`src/rtl/tfs_pkg.sv`:
```
// Shared types and constants of the triangle fragment shader
package tfs_pkg;
	localparam int CoordW = 12;
	localparam int DiffW  = 13;
	localparam int ProdW  = 26;
	localparam int AreaW  = 26;
	localparam int SumW   = 28;
	localparam int NumW   = 36;
	localparam int CoefW  = 21;
	localparam int AffW   = 36;
	localparam int AddrW  = 16;
	localparam int RgbW   = 24;
	localparam int CfgW   = 63;
	localparam int IdxW   = 3;

	localparam logic [1:0] MODE_VERTEX  = 2'd0;
	localparam logic [1:0] MODE_FLAT    = 2'd1;
	localparam logic [1:0] MODE_TEXTURE = 2'd2;
	localparam logic [1:0] MODE_NONE    = 2'd3;

	localparam logic FUNC_SHADE = 1'b0;
	localparam logic FUNC_WRITE = 1'b1;

	localparam logic [IdxW-1:0] REG_MODE   = 3'd0;
	localparam logic [IdxW-1:0] REG_FLAT   = 3'd1;
	localparam logic [IdxW-1:0] REG_VTX0   = 3'd2;
	localparam logic [IdxW-1:0] REG_VTX1   = 3'd3;
	localparam logic [IdxW-1:0] REG_VTX2   = 3'd4;
	localparam logic [IdxW-1:0] REG_WEIGHT = 3'd5;
	localparam logic [IdxW-1:0] REG_MAPU   = 3'd6;
	localparam logic [IdxW-1:0] REG_MAPV   = 3'd7;

	// Per-beat side data that travels down the pipe
	typedef struct packed {
		logic            wr;
		logic [1:0]      mode;
		logic [RgbW-1:0] prev;
		logic [AddrW-1:0] waddr;
		logic [RgbW-1:0] wdata;
		logic            found;
		logic [RgbW-1:0] texel;
		logic            zero;
	} side_t;
endpackage

```
`src/rtl/tfs_div_stage.sv`:
```
// One restoring-division stage: resolves one quotient bit per channel
module tfs_div_stage #(
	parameter int QBIT = 7
) (
	input  logic                                clk,
	input  logic                                arst_n,
	input  logic                                en,
	input  logic                                vld_i,
	input  tfs_pkg::side_t                      side_i,
	input  logic [tfs_pkg::SumW-1:0]            sum_i,
	input  logic [2:0][tfs_pkg::NumW-1:0]       rem_i,
	input  logic [2:0][7:0]                     q_i,
	output logic                                vld_o,
	output tfs_pkg::side_t                      side_o,
	output logic [tfs_pkg::SumW-1:0]            sum_o,
	output logic [2:0][tfs_pkg::NumW-1:0]       rem_o,
	output logic [2:0][7:0]                     q_o
);
	logic [tfs_pkg::NumW-1:0]       trial;
	logic [2:0][tfs_pkg::NumW-1:0]  rem_d;
	logic [2:0][7:0]                q_d;

	// Subtract the shifted divisor where it fits
	always_comb begin
		trial = tfs_pkg::NumW'(sum_i) << QBIT;
		for (int i = 0; i < 3; i++) begin
			rem_d[i] = rem_i[i];
			q_d[i]   = q_i[i];
			if (rem_i[i] >= trial) begin
				rem_d[i]     = rem_i[i] - trial;
				q_d[i][QBIT] = 1'b1;
			end
		end
	end

	always_ff @(posedge clk or negedge arst_n) begin
		if (!arst_n) begin
			vld_o <= 1'b0;
		end else if (en) begin
			vld_o <= vld_i;
		end
	end

	always_ff @(posedge clk) begin
		if (en) begin
			side_o <= side_i;
			sum_o  <= sum_i;
			rem_o  <= rem_d;
			q_o    <= q_d;
		end
	end
endmodule

```
`config.mk`:
```
export PLATFORM = sky130hd
export DESIGN_NAME = tfs_div_stage
export DESIGN_NICKNAME = d
export VERILOG_FILES = /design/src/rtl/tfs_pkg.sv /design/src/rtl/tfs_div_stage.sv
export SDC_FILE = /design/constraint.sdc
export NUM_CORES = 1
export LEC_CHECK = 0
export BUFFER_PORTS_ARGS = -buffer_cell sky130_fd_sc_hd__buf_2
export CAP_MARGIN = 20
export CELL_PAD_IN_SITES_DETAIL_PLACEMENT = 0
export CELL_PAD_IN_SITES_GLOBAL_PLACEMENT = 1
export CORE_AREA = 2 2 196 198
export CTS_BUF_LIST = sky130_fd_sc_hd__clkbuf_2
export DETAILED_ROUTE_END_ITERATION = 12
export DIE_AREA = 0 0 198 200
export GPL_TIMING_DRIVEN = 0
export PLACE_DENSITY = 0.72
export SYNTH_ARGS = -nofsm -noshare
export SYNTH_HDL_FRONTEND = slang
export SYNTH_SLANG_ARGS = --single-unit
```
`constraint.sdc`:
```
create_clock -name clk -period 1.3 [get_ports clk]
set_input_delay 0.065 -clock clk [delete_from_list [all_inputs] [get_ports clk]]
set_output_delay 0.065 -clock clk [all_outputs]
set_load 0.05 [all_outputs]
```
======== After elaboration in Yosys (flattened, before gate mapping) ========
Index checks and enable logic that the tools add are counted.
W data, S select, Z words.
word-level totals
  register bits after elaboration ......... 254
  input bits .............................. 257
  output and inout port bits .............. 254
  logic and storage cells ................. 28
operators by class
  $add $sub $neg .......................... 3
  order comparisons ....................... 3
  mux-type cells .......................... 3
operator list
  kind              number
  $ge A36 B35 Y1    3
  $mux W36          3
  $sub A36 B35 Y36  3

======== Depth between registers and ports, before layout ========
Gate-level depths: netlist of the first run.
  depth in word-level cells ............... 2
  gate-level depth with buffers ........... 13
  mapped depth without buffers ............ 12

======== Least setup slack after synthesis of the first run ========
Ideal clock, no wire load.
  kind .................................... input to register
  from .................................... input sum_i[1] in the netlist's numbering
  to ...................................... register rem_o[68] in the netlist's numbering, data pin
  setup time .............................. 260 ps
  data arrival time ....................... 2538 ps
  required time ........................... 1040 ps
  setup slack ............................. -1498 ps
  cell stages on the path ................. 11
  buffers on the path ..................... 1
  path through ............................ inv_1 ha_1 nor2b_4 o31a_1 o31a_1 a221o_1 a211oi_4 o211ai_2 a21oi_4 buf_6 mux2_2
RTL lines
  item                  line                 text
  from (decl)           tfs_div_stage.sv:10  input logic [tfs_pkg::SumW-1:0] sum_i,
  to (signal assigned)  tfs_div_stage.sv:48  rem_o <= rem_d;
  to (decl)             tfs_div_stage.sv:16  output logic [2:0][tfs_pkg::NumW-1:0] rem_o,

==> results of run 1 <==
[worst max-delay path, cell delays in order]
cell and delay, ns:
sky130_fd_sc_hd__buf_4 0.11, sky130_fd_sc_hd__clkinvlp_4 0.21, sky130_fd_sc_hd__ha_4 0.29, sky130_fd_sc_hd__or2_2 0.31
sky130_fd_sc_hd__o31a_1 0.14, sky130_fd_sc_hd__a221o_2 0.42, sky130_fd_sc_hd__a211oi_4 0.25, sky130_fd_sc_hd__o211ai_2 0.15
sky130_fd_sc_hd__a21oi_4 0.18, sky130_fd_sc_hd__buf_12 0.15, sky130_fd_sc_hd__buf_12 0.11, sky130_fd_sc_hd__mux2_4 0.29
[logic make-up after synthesis]
family	after synthesis
buffers and inverters	76
muxes	19
xor gates and xnor gates	68
and+or+nand+nor	255
AOI/OAI and AO/OA	309
adders and majority gates	87
DFF	254
[worst paths after layout]
check | startpoint | endpoint | slack, ns | cells past startpoint
setup / recovery | sum_i[4] | rem_o[68] | -0.72 | 12
hold / removal | sum_i[2] | sum_o[2] | -0.71 | 1
setup reg to reg | vld_o | vld_o | 0.45 | 1
hold reg to reg | vld_o | vld_o | 0.66 | 1
max in group asynchronous | arst_n | vld_o | 0.67 | 4
min in group asynchronous | arst_n | vld_o | 0.50 | 4
[cell type report]
type	count	area (um2)
diodes	13	32.5
plain buffers	16	262
clock buffers	108	541
clock inverters	19	130
fillers	2502	11600
inverters	49	260
multi-input cells	739	6840
flip-flops and latches	254	7620
well taps	511	639
repair buffers	1029	9490
[Yosys cell counts, types with 4 or more instances]
cell type                  count
sky130_fd_sc_hd__nand2b_1     10
sky130_fd_sc_hd__or2_2         6
sky130_fd_sc_hd__and3_1       10
sky130_fd_sc_hd__xnor2_1      34
sky130_fd_sc_hd__or3_1         4
sky130_fd_sc_hd__a211oi_1     10
sky130_fd_sc_hd__o21bai_1     13
sky130_fd_sc_hd__nor4_1        6
sky130_fd_sc_hd__inv_1        49
sky130_fd_sc_hd__clkbuf_1     17
sky130_fd_sc_hd__a21o_1       49
sky130_fd_sc_hd__edfxtp_1    253
sky130_fd_sc_hd__mux2_2       17
sky130_fd_sc_hd__nand3_1      20
sky130_fd_sc_hd__o31ai_1      11
sky130_fd_sc_hd__nor2_1       58
sky130_fd_sc_hd__nor3_1        9
sky130_fd_sc_hd__nand2_1      88
sky130_fd_sc_hd__o211ai_1      4
sky130_fd_sc_hd__o31a_1        5
sky130_fd_sc_hd__a31oi_1       9
sky130_fd_sc_hd__nand4_1      13
sky130_fd_sc_hd__buf_2         8
sky130_fd_sc_hd__a21oi_1      81
sky130_fd_sc_hd__xor2_1       34
sky130_fd_sc_hd__o21a_1       10
sky130_fd_sc_hd__o21ai_0      78
sky130_fd_sc_hd__ha_1         84
sky130_fd_sc_hd__nor2b_1      15
sky130_fd_sc_hd__and2_1        4
[per-stage QoR]
stage / std cells / total power, mW
floorplan: 1068 / 16.0
global placement: 2089 / 18.3
detailed placement: 2091 / 18.3
CTS: 2695 / 27.9
global route: 2731 / 30.4
finish: 2738 / 29.4
[power groups by stage]
stage | Sequential (mW) | Clock (mW) | Combinational [mW]
final | 10.6 | 6.77 | 12.0
after global routing | 10.6 | 7.24 | 12.5
after CTS | 10.5 | 6.41 | 11.0
after detailed placement | 10.5 | 0 | 7.86
after global placement | 10.5 | 0 | 7.82
after floorplan | 13.5 | 0 | 2.42
[per-layer routing]
metal	wire length, um	vias up	share of wire (%)
met3	5660	259	8.6
met4	4730	8	7.2
met2	32800	851	50
met5	47	-	0.071
met1	22800	6909	35
li1	-	6308	-
[registers in the layout (all words and copies together), names as in the netlist]
signal	count
q_o	24
side_o	93
sum_o	28
rem_o	108
vld_o	1
[timing repair]
item                                    4_1_cts  5_1_grt
gates resized for setup                     784      188
hold buffers                                405       21
gates cloned                                  9        1
endpoints found under the setup margin      344      359
endpoints found under the hold margin       508       81
setup buffers                                68       38
pin swaps                                    61       85
==> run summary, run 1 <==
The floorplan die area came out at 39600 um2. The count of H-tree levels built during CTS is 3. The number of instances in the synthesized netlist is 1068. The final hold slack came out at -0.706 ns. The setup slack after layout came out at -0.715 ns. By area the synthesized netlist is led by sky130_fd_sc_hd__edfxtp_1 (58%), sky130_fd_sc_hd__ha_1 (8.0%), sky130_fd_sc_hd__a21oi_1 (3.1%). After detailed placement, the total cell area comes to 16500 um2. The clock network burns 23.1% of the power. STA classifies the critical path startpoint as an input port.

The library cell used most frequently in the layout, excluding fill and tap cells, is sky130_fd_sc_hd__dlygate4sd3_1. The post-synth net total is 1412. The checks that failed: hold timing, setup timing. Of all cell types, the one taking the most synthesized area is sky130_fd_sc_hd__edfxtp_1. The cell area after technology mapping came out at 13100 um2. The chip width is 198 um.

The routability-driven placement congestion ratio is 0.890. The clock latency on the worst-skew pair came out at 0.98 ns. The global-route met1 utilization came out at 32.6%.

Once layout is complete, the utilization of the core stands at 69.0%. Net switching is 39.3% of the power. Summing the areas of all xor and xnor instances in the mapped netlist gives 4.55% of the synthesized area.

The initial core utilization came out at 35.0%. The normalized max-slew margin is 55.7%. The worst hold path belongs to the class in -> reg. The clock drives 254 sinks.

The shortest period the worst path allows came out at 2.02 ns. Max-cap violations in this run came to 0. Once layout is done, the placed cells without fillers occupy 25800 um2. The setup TNS came out at -129.75 ns. The remaining design rule violation count is 0.

Global routing used 53.5% of the available met2 tracks. The final hold violation count was 66. The power density over cell area came out at 1140 nW/um2. The layer with the highest usage is met2. Of the total synthesized cell area, the portion taken by full adders, half adders and majority gates is 8.49%. The transition at the pin with the smallest max-transition slack came out at 0.664 ns. Setup violations remaining at the end of the flow were counted as 344.

For this run, the leading register cell type out of synthesis is sky130_fd_sc_hd__edfxtp_1. The total number of vias is 14.3k. The overall fraction of global-route tracks in use came out at 30.8%. The initial antenna violation count came to 13.

After clock tree synthesis, the clock-pin slew on the worst setup and hold paths is 0.10 ns. The number of buffers inserted by port buffering came out at 510. Leaving out fill and tap cells, the most frequent cells in the layout are sky130_fd_sc_hd__dlygate4sd3_1 (413), sky130_fd_sc_hd__buf_6 (276), sky130_fd_sc_hd__edfxtp_1 (253). After synthesis, the netlist uses 70 different library cells.

The critical path in this run is classified as in -> reg. The proportion of synthesized area in mux cells is 1.62%. Before CTS, the worst setup slack after placement is -2.19 ns. The total CTS buffers is 74. The proportion of register bits with asynchronous set or reset after synthesis is 0.394%.

Based on the critical path, the design can be clocked at up to 496 MHz. The synthesized netlist devotes 15.4% of its cell area to compound gates. The post-synthesis register bit count came out at 254. For this run, the register share of the synthesized area comes to 58.3%.

The internal portion of the total power is 17.8 mW. The simple logic cell fraction of the synthesized area is 9.37%. The die is 200 um tall. The number of enable-type register cells in the synthesized netlist is 253. The number of primary I/O pins is 511.

The via count of the first global-routing pass is 14.8k. The cell sitting at the root of the clock tree is a sky130_fd_sc_hd__clkbuf_2. The sequential share of power came out at 36.0%. STA classifies the critical path endpoint as a flip-flop. The via count normalized by instance count is 5.24. The switching power is 11.6 mW.

The net count reported at finish came out at 2507. The count of standard-cell rows came out at 71. For the worst setup path, the data arrival time is 2.70 ns. The pre-antenna-repair detailed-routing pass consisted of 5 iterations. Dividing the detail-routed wire length by the instance count gives 24.1 um. TritonCTS built the clock tree. The met3 track utilization from global routing came out at 8.80%. The peak supply drop is 0.570 mV. Entering global routing, the biggest net connects 124 pins.

The maximum number of buffers from clock root to sink came out at 3. The combinational cell fraction of total power came out at 40.9%. During synthesis, Yosys emitted a total of 0 warnings. The post-route clock period utilization is 155%. The average instance area after synthesis is 12.2 um2. After synthesis, the largest family of logic cells by area is compound AO/OA/AOI/OAI gates. Once detailed placement completed, the half-perimeter wirelength came to 37400 um. The analysis attributes to cell leakage a power of 10.9 nW. The flow ran to the end, but the final reports show violations.

The wire length reported by the detailed router is 66000 um. The final clock skew is 0 ns. The endpoint required time on the critical path came out at 1.98 ns. The first-pass GRT wire length is 89900 um. For this block, the initial DRC count from the detailed router was 992. Compared with the post-synthesis result, the final layout area differs by 97.4%. The overflow left after global routing came out at 0.

The count of nets left with antenna violations after detail routing is 0. Setup repair after global routing could not meet its margin everywhere. The area share of the largest cell type after synthesis is 58.1%.

The core region is 37400 um2. Along the worst path, the maximum fanout reaches 8. The number of slew-limit violations in the final report is 0.

The share of layout cells above drive strength 1 came out at 46.0%.
(Power assumes the default switching activity.)
==> run 2, diff against run 1 <==
- CTS_CLUSTER_SIZE: default -> 24
- RECOVER_POWER: default -> 100
==> run 2 against run 1 <==
Compared with the run above:
- cell count unchanged
- non-clock buffer count stayed put
- the flow still finishes with violations (hold timing, setup timing)
- die area is the same
- routed wire length fell by 0.25%
- flip-flop and latch count unchanged
- register-to-register slack barely moved
- via count down 0.31%
- maximum frequency hardly changed
- largest cell class unchanged
- sequential share of layout area rose by 0.052 points
==> run summary, run 2 (synthesized netlist as in run 1, its figures left out) <==
The final hold slack came out at -0.701 ns. The transition at the pin with the smallest max-transition slack came out at 1.22 ns. TritonCTS built the clock tree.

The area growth from synthesis to final layout is 97.0%. The worst setup path is launched from an input port. The path class of the tightest hold or removal check is in -> reg. The initial antenna violation count came out at 13. The die is 200 um tall. The fraction of met2 tracks used by global routing is 53.5%. The post-route netlist has 44.4% of its cells at a drive strength greater than 1.

The worst setup path is of the in -> reg kind. The initial utilization of the core area, before any placement, comes to 35.0%. The register area came out at 7620 um2. The shortest period the worst path allows came out at 2.01 ns. Setup repair after global routing could not meet its margin everywhere. The average wire per cell in the routed design is 24.0 um.

The largest net degree at the start of global routing came out at 124. CTS built an H-tree with a depth of 3. The endpoint required time on the critical path came out at 1.98 ns.

In the routed design, unresolved DRC markers number 0. For the worst flop-to-flop path, the logic depth is 1. The wire length reported by the detailed router came out at 65800 um. The number of primary I/O pins came out at 511.

The count of non-filler cells in the finished layout is 2738. After routing the design area is 25800 um2. The number of slew-limit violations in the final report came to 0. Max-cap violations in this run came to 0. The routability-driven placement congestion ratio came out at 0.890. The number of buffers inserted by port buffering came out at 510. The first-pass GRT wire length is 89900 um. The power density over cell area came out at 1140 nW/um2. Global routing finished with a remaining overflow of 0. The via count of the first global-routing pass came to 14.8k. After layout, the worst path uses 155% of the clock period. The setup slack after placement came out at -2.19 ns. The met3 track utilization from global routing came out at 8.80%.

The via count normalized by instance count came out at 5.22. The maximum clock frequency came out at 496 MHz. The cell total after placement came out at 2091. The setup slack after layout came out at -0.714 ns.

The register with the most flip-flops is rem_o. The clock input transition at the sequential cells of the worst setup and hold paths came out at 0.10 ns. The worst setup path is captured at a flip-flop. The overall fraction of global-route tracks in use is 30.8%. The detailed placer's ending HPWL is 37400 um. The maximum fanout encountered on the critical timing path came out at 8. The net count reported at finish came out at 2507.

The count of standard-cell rows came out at 71. The maximum number of buffers from clock root to sink is 3. The arrival time reported for the critical path endpoint is 2.69 ns. In this run the static leakage power is 10.8 nW. Leaving out fill and tap cells, the most frequent cells in the layout are sky130_fd_sc_hd__dlygate4sd3_1 (413), sky130_fd_sc_hd__buf_6 (276), sky130_fd_sc_hd__edfxtp_1 (253). Summing all multi-input logic gate instances after layout gives 6840 um2. The register with the most flip-flops in the layout has 108 of them. The layer flagged by global routing as most heavily used is met2.

The peak supply drop came out at 0.569 mV. Setup violations remaining at the end of the flow were counted as 583. Once placement finished, the instance area stood at 16500 um2. Once layout is complete, the utilization of the core stands at 68.9%. The floorplan die area came out at 39600 um2. After the first detailed-routing iteration, the DRC count stood at 968. The final reports fail on hold timing, setup timing.

The clock latency on the worst-skew pair came out at 0.97 ns. The final clock skew came out at 0 ns. The tree is rooted in a sky130_fd_sc_hd__clkbuf_2.

The global-route met1 utilization came out at 32.6%. The filler cells instantiated in the layout total 2530. The normalized max-slew margin is 18.9%. The chip width came out at 198 um. The pre-antenna-repair detailed-routing pass consisted of 6 iterations. After floorplanning, the core was sized to cover 37400 um2. The worst hold path cell count is 1. The largest registers in the layout are rem_o x108, side_o x93, sum_o x28.

The TritonCTS sink count came out at 254. The count of nets left with antenna violations after detail routing came out at 0. The total number of vias came out at 14.3k.

The most common cell after layout, fill and taps aside is sky130_fd_sc_hd__dlygate4sd3_1. The final hold violation count is 67. The total CTS buffers came out at 74. The run finished, with violations left.
run 2: path summary, 6_finish.rpt:
path	from	endpoint	slack [ns]
setup / recovery	sum_i[4]	rem_o[68]	-0.71
min in group asynchronous	arst_n	vld_o	0.52
hold / removal	sum_i[2]	sum_o[2]	-0.70
hold reg to reg	vld_o	vld_o	0.66
setup reg to reg	vld_o	vld_o	0.45
max in group asynchronous	arst_n	vld_o	0.65
run 2: area by class of cell:
| class | count | area share [%] |
|---|---|---|
| antenna | 13 | 0.126 |
| buffer | 16 | 1.01 |
| multi-input combinational | 739 | 26.5 |
| timing repair buffer | 1029 | 36.6 |
| clock inverter | 19 | 0.505 |
| clock buffer | 108 | 2.10 |
| sequential | 254 | 29.6 |
| inverter | 49 | 1.01 |
| tap | 511 | 2.48 |
run 2: power by group:
part	leakage, nW	internal (mW)	switching [mW]
registers	2.49	10.1	0.483
clock network	0.508	2.59	4.18
logic	7.77	5.11	6.89
run 2: through the flow:
stage / power, mW / TNS, ns
after floorplan: 16.0 / -99.14
after global placement: 18.3 / -1047.54
after detailed placement: 18.3 / -180.47
after CTS: 27.9 / -151.16
after global routing: 30.4 / -209.62
final: 29.3 / -185.10
run 2: worst max-delay path, stage by stage:
cell and delay [ns]:
sky130_fd_sc_hd__buf_4 0.11, sky130_fd_sc_hd__clkinvlp_4 0.21, sky130_fd_sc_hd__ha_4 0.29, sky130_fd_sc_hd__or2_2 0.31, sky130_fd_sc_hd__o31a_1 0.14, sky130_fd_sc_hd__a221o_2 0.42, sky130_fd_sc_hd__a211oi_4 0.25, sky130_fd_sc_hd__o211ai_2 0.15
sky130_fd_sc_hd__a21oi_4 0.18, sky130_fd_sc_hd__buf_12 0.15, sky130_fd_sc_hd__buf_12 0.11, sky130_fd_sc_hd__mux2_4 0.29
run 2: routing by layer:
metal	routed length, um	vias up
li1	-	6312
met1	23200	6893
met2	32400	820
met3	5320	258
met4	4810	8
met5	47	-
run 2: repair_timing:
item / in CTS / in global routing
endpoints found under the setup margin: 344 / 359
cloned: 9 / 1
hold buffers: 405 / 21
pin swaps: 61 / 85
resized for setup: 784 / 188
buffers inserted: 68 / 38
hold endpoints to repair: 508 / 81
==> run 3, diff against run 2 <==
- PLACE_DENSITY: 0.72 -> 0.75
==> run 3 against run 2 <==
Compared with the run above:
- largest power group unchanged
- routed wire length down 0.29%
- combinational power about the same
- critical path depth down 1
- critical path type unchanged
- worst hold slack worse by 0.015 ns
- the run still ends with hold timing, setup timing left
- register-to-register slack worse by 0.02 ns
==> run summary, run 3 (synthesized netlist as in run 1, its figures left out) <==
The via count of the first global-routing pass came out at 14.4k. The clock latency on the worst-skew pair is 0.99 ns. Fill cells in the final layout number 2438. Based on the critical path, the design can be clocked at up to 485 MHz. The maximum number of buffers from clock root to sink came out at 3. The wire length reported by the detailed router came out at 65600 um.

The family with the most delay on the worst path is compound AO/OA/AOI/OAI gates. The layer with the highest usage is met2. On the final layout, the worst clock skew is 0 ns.

The count of H-tree levels built during CTS came out at 3. The count of max-cap constraint violations is 0. The shortest period the worst path allows came out at 2.06 ns.

Entering global routing, the biggest net connects 131 pins. The initial antenna violation count is 18. The area growth from synthesis to final layout is 96.0%. Setup violations remaining at the end of the flow were counted as 344. The number of buffers inserted by port buffering came out at 510.

The net count reported at finish came out at 2486. Power spread over the standard cell area amounts to 1140 nW/um2. The detailed placer's ending HPWL is 36900 um. The count of standard-cell rows came out at 71. At the pin with the least slew margin, the transition time is 0.714 ns. The final hold violation count is 68. TritonCTS built the clock tree. The count of nets left with antenna violations after detail routing is 0.

The cell area reported after detailed placement is 16500 um2. For met1 alone, demand over resource in global routing was 31.8%. The register with the most flip-flops in the layout has 108 of them.

The total CTS buffers is 68. The clock input transition at the sequential cells of the worst setup and hold paths is 0.12 ns. The total number of vias is 14.3k. For this design the static power due to leakage is 10.7 nW. The number of primary I/O pins came out at 511. The maximum fanout encountered on the critical timing path is 5. The register with the most flip-flops is rem_o.

The final reports fail on hold timing, setup timing. Along the worst hold path, the cell count comes to 1. The die is 200 um tall.

The number of slew-limit violations in the final report is 0. For this run, design rule violations remaining after detail routing come to 0. The met3 track utilization from global routing came out at 9.31%. The number of buffer and inverter stages on the critical path is 2. The first detailed-routing pass ran for 6 iterations. The congestion estimate from routability-driven global placement came to 0.876. The arrival time reported for the critical path endpoint is 2.80 ns. The share of layout cells above drive strength 1 is 45.5%. The normalized max-slew margin is 52.4%. Dividing the detail-routed wire length by the instance count gives 24.1 um. The floorplan die area is 39600 um2. The most common cell after layout, fill and taps aside is sky130_fd_sc_hd__dlygate4sd3_1. The run finished, with violations left. Traced cell by cell, the critical path runs through buf_2 -> dlygate4sd3_1 -> ha_4 -> nand3_2 -> a211o_1 -> a21oi_2 -> o21ai_2 -> o21ai_2 -> a311oi_2 -> o21ai_1 -> mux2_4. Setup repair after global routing could not meet its margin everywhere. The core region is 37400 um2. The path length in cells of the critical path came out at 11. The number of cells on the worst reg-to-reg path came out at 1. In the global route stage, met2 resource usage came out at 54.1%. The setup path with the least slack is of type in -> reg. The largest individual stage delay along the critical path comes from the cell sky130_fd_sc_hd__dlygate4sd3_1. In the final timing run, aggregate negative setup slack is -141.24 ns.

The element type at the critical path start is an input port. The chip width is 198 um. In this run the worst hold path is classified as in -> reg. In the routed layout, each cell is associated on average with a via count of 5.24. The overall fraction of global-route tracks in use came out at 30.6%. The first global-routing pass estimated 89200 um of wire. The largest registers in the layout are rem_o x108, side_o x93, sum_o x28.

The endpoint required time on the critical path is 2.04 ns. The worst setup path is captured at a flip-flop. The initial core utilization is 35.0%. The setup slack after layout is -0.764 ns. Clock tree synthesis found a total of 254 sinks. The overflow left after global routing is 0. The post-layout instance area came out at 25600 um2. The clock root buffer is sky130_fd_sc_hd__clkbuf_2. The most numerous cell on the critical path is sky130_fd_sc_hd__o21ai_2. The post-route clock period utilization came out at 159%. The peak supply drop came out at 0.617 mV. The DRC violation total after the first TritonRoute iteration is 852.

In the layout the commonest cells are sky130_fd_sc_hd__dlygate4sd3_1 (403), sky130_fd_sc_hd__buf_6 (280), sky130_fd_sc_hd__edfxtp_1 (253). Across all hold checks on the routed design, the worst slack comes to -0.716 ns. The longest individual stage delay on the worst path came out at 0.61 ns.
[run 3: power breakdown]
group | internal, mW | switching [mW] | total (mW)
clock | 2.49 | 4.15 | 6.64
sequential | 10.1 | 0.497 | 10.6
combinational | 5.13 | 6.89 | 12.0
total | 17.7 | 11.5 | 29.3
[run 3: repair_timing]
action / CTS / global route
buffers inserted: 54 / 40
resized for setup: 711 / 260
pin swaps: 52 / 80
setup endpoints to repair: 344 / 344
gates cloned: 8 / 3
hold buffers: 373 / 44
hold endpoints to repair: 508 / 92
[run 3: through the flow]
stage	util (%)	std cells	total power [mW]	setup WS, ns
2_1_floorplan	-	1068	16.0	-1.41
3_3_place_gp	44.0	2089	18.3	-3.60
3_5_place_dp	44.2	2091	18.3	-2.21
4_1_cts	63.8	2643	27.4	-0.779
5_1_grt	68.5	2715	30.2	-0.779
6_report	68.6	2722	29.3	-0.764
[run 3: path summary, 6_finish.rpt]
| kind | start | slack, ns | endpoint |
|---|---|---|---|
| worst max-delay path | rem_i[19] | -0.76 | rem_o[35] |
| worst min register to register | vld_o | 0.68 | vld_o |
| min in group asynchronous | arst_n | 0.61 | vld_o |
| max in group asynchronous | arst_n | 0.55 | vld_o |
| worst max register to register | vld_o | 0.43 | vld_o |
| worst min-delay path | sum_i[7] | -0.72 | sum_o[7] |
[run 3: cell type report]
class	count	area [um2]	area share, %
clock inverters	32	211	0.825
diodes	18	45.0	0.176
clock buffers	89	445	1.74
well taps	511	639	2.49
repair buffers	1013	9400	36.6
flip-flops and latches	254	7620	29.7
multi-input cells	738	6720	26.2
inverters	49	259	1.01
plain buffers	18	303	1.18
[run 3: metal layers]
layer | vias up | share of wire, %
met3 | 239 | 8.3
met1 | 6981 | 34
li1 | 6274 | -
met5 | - | 0.058
met2 | 773 | 50
met4 | 6 | 6.9
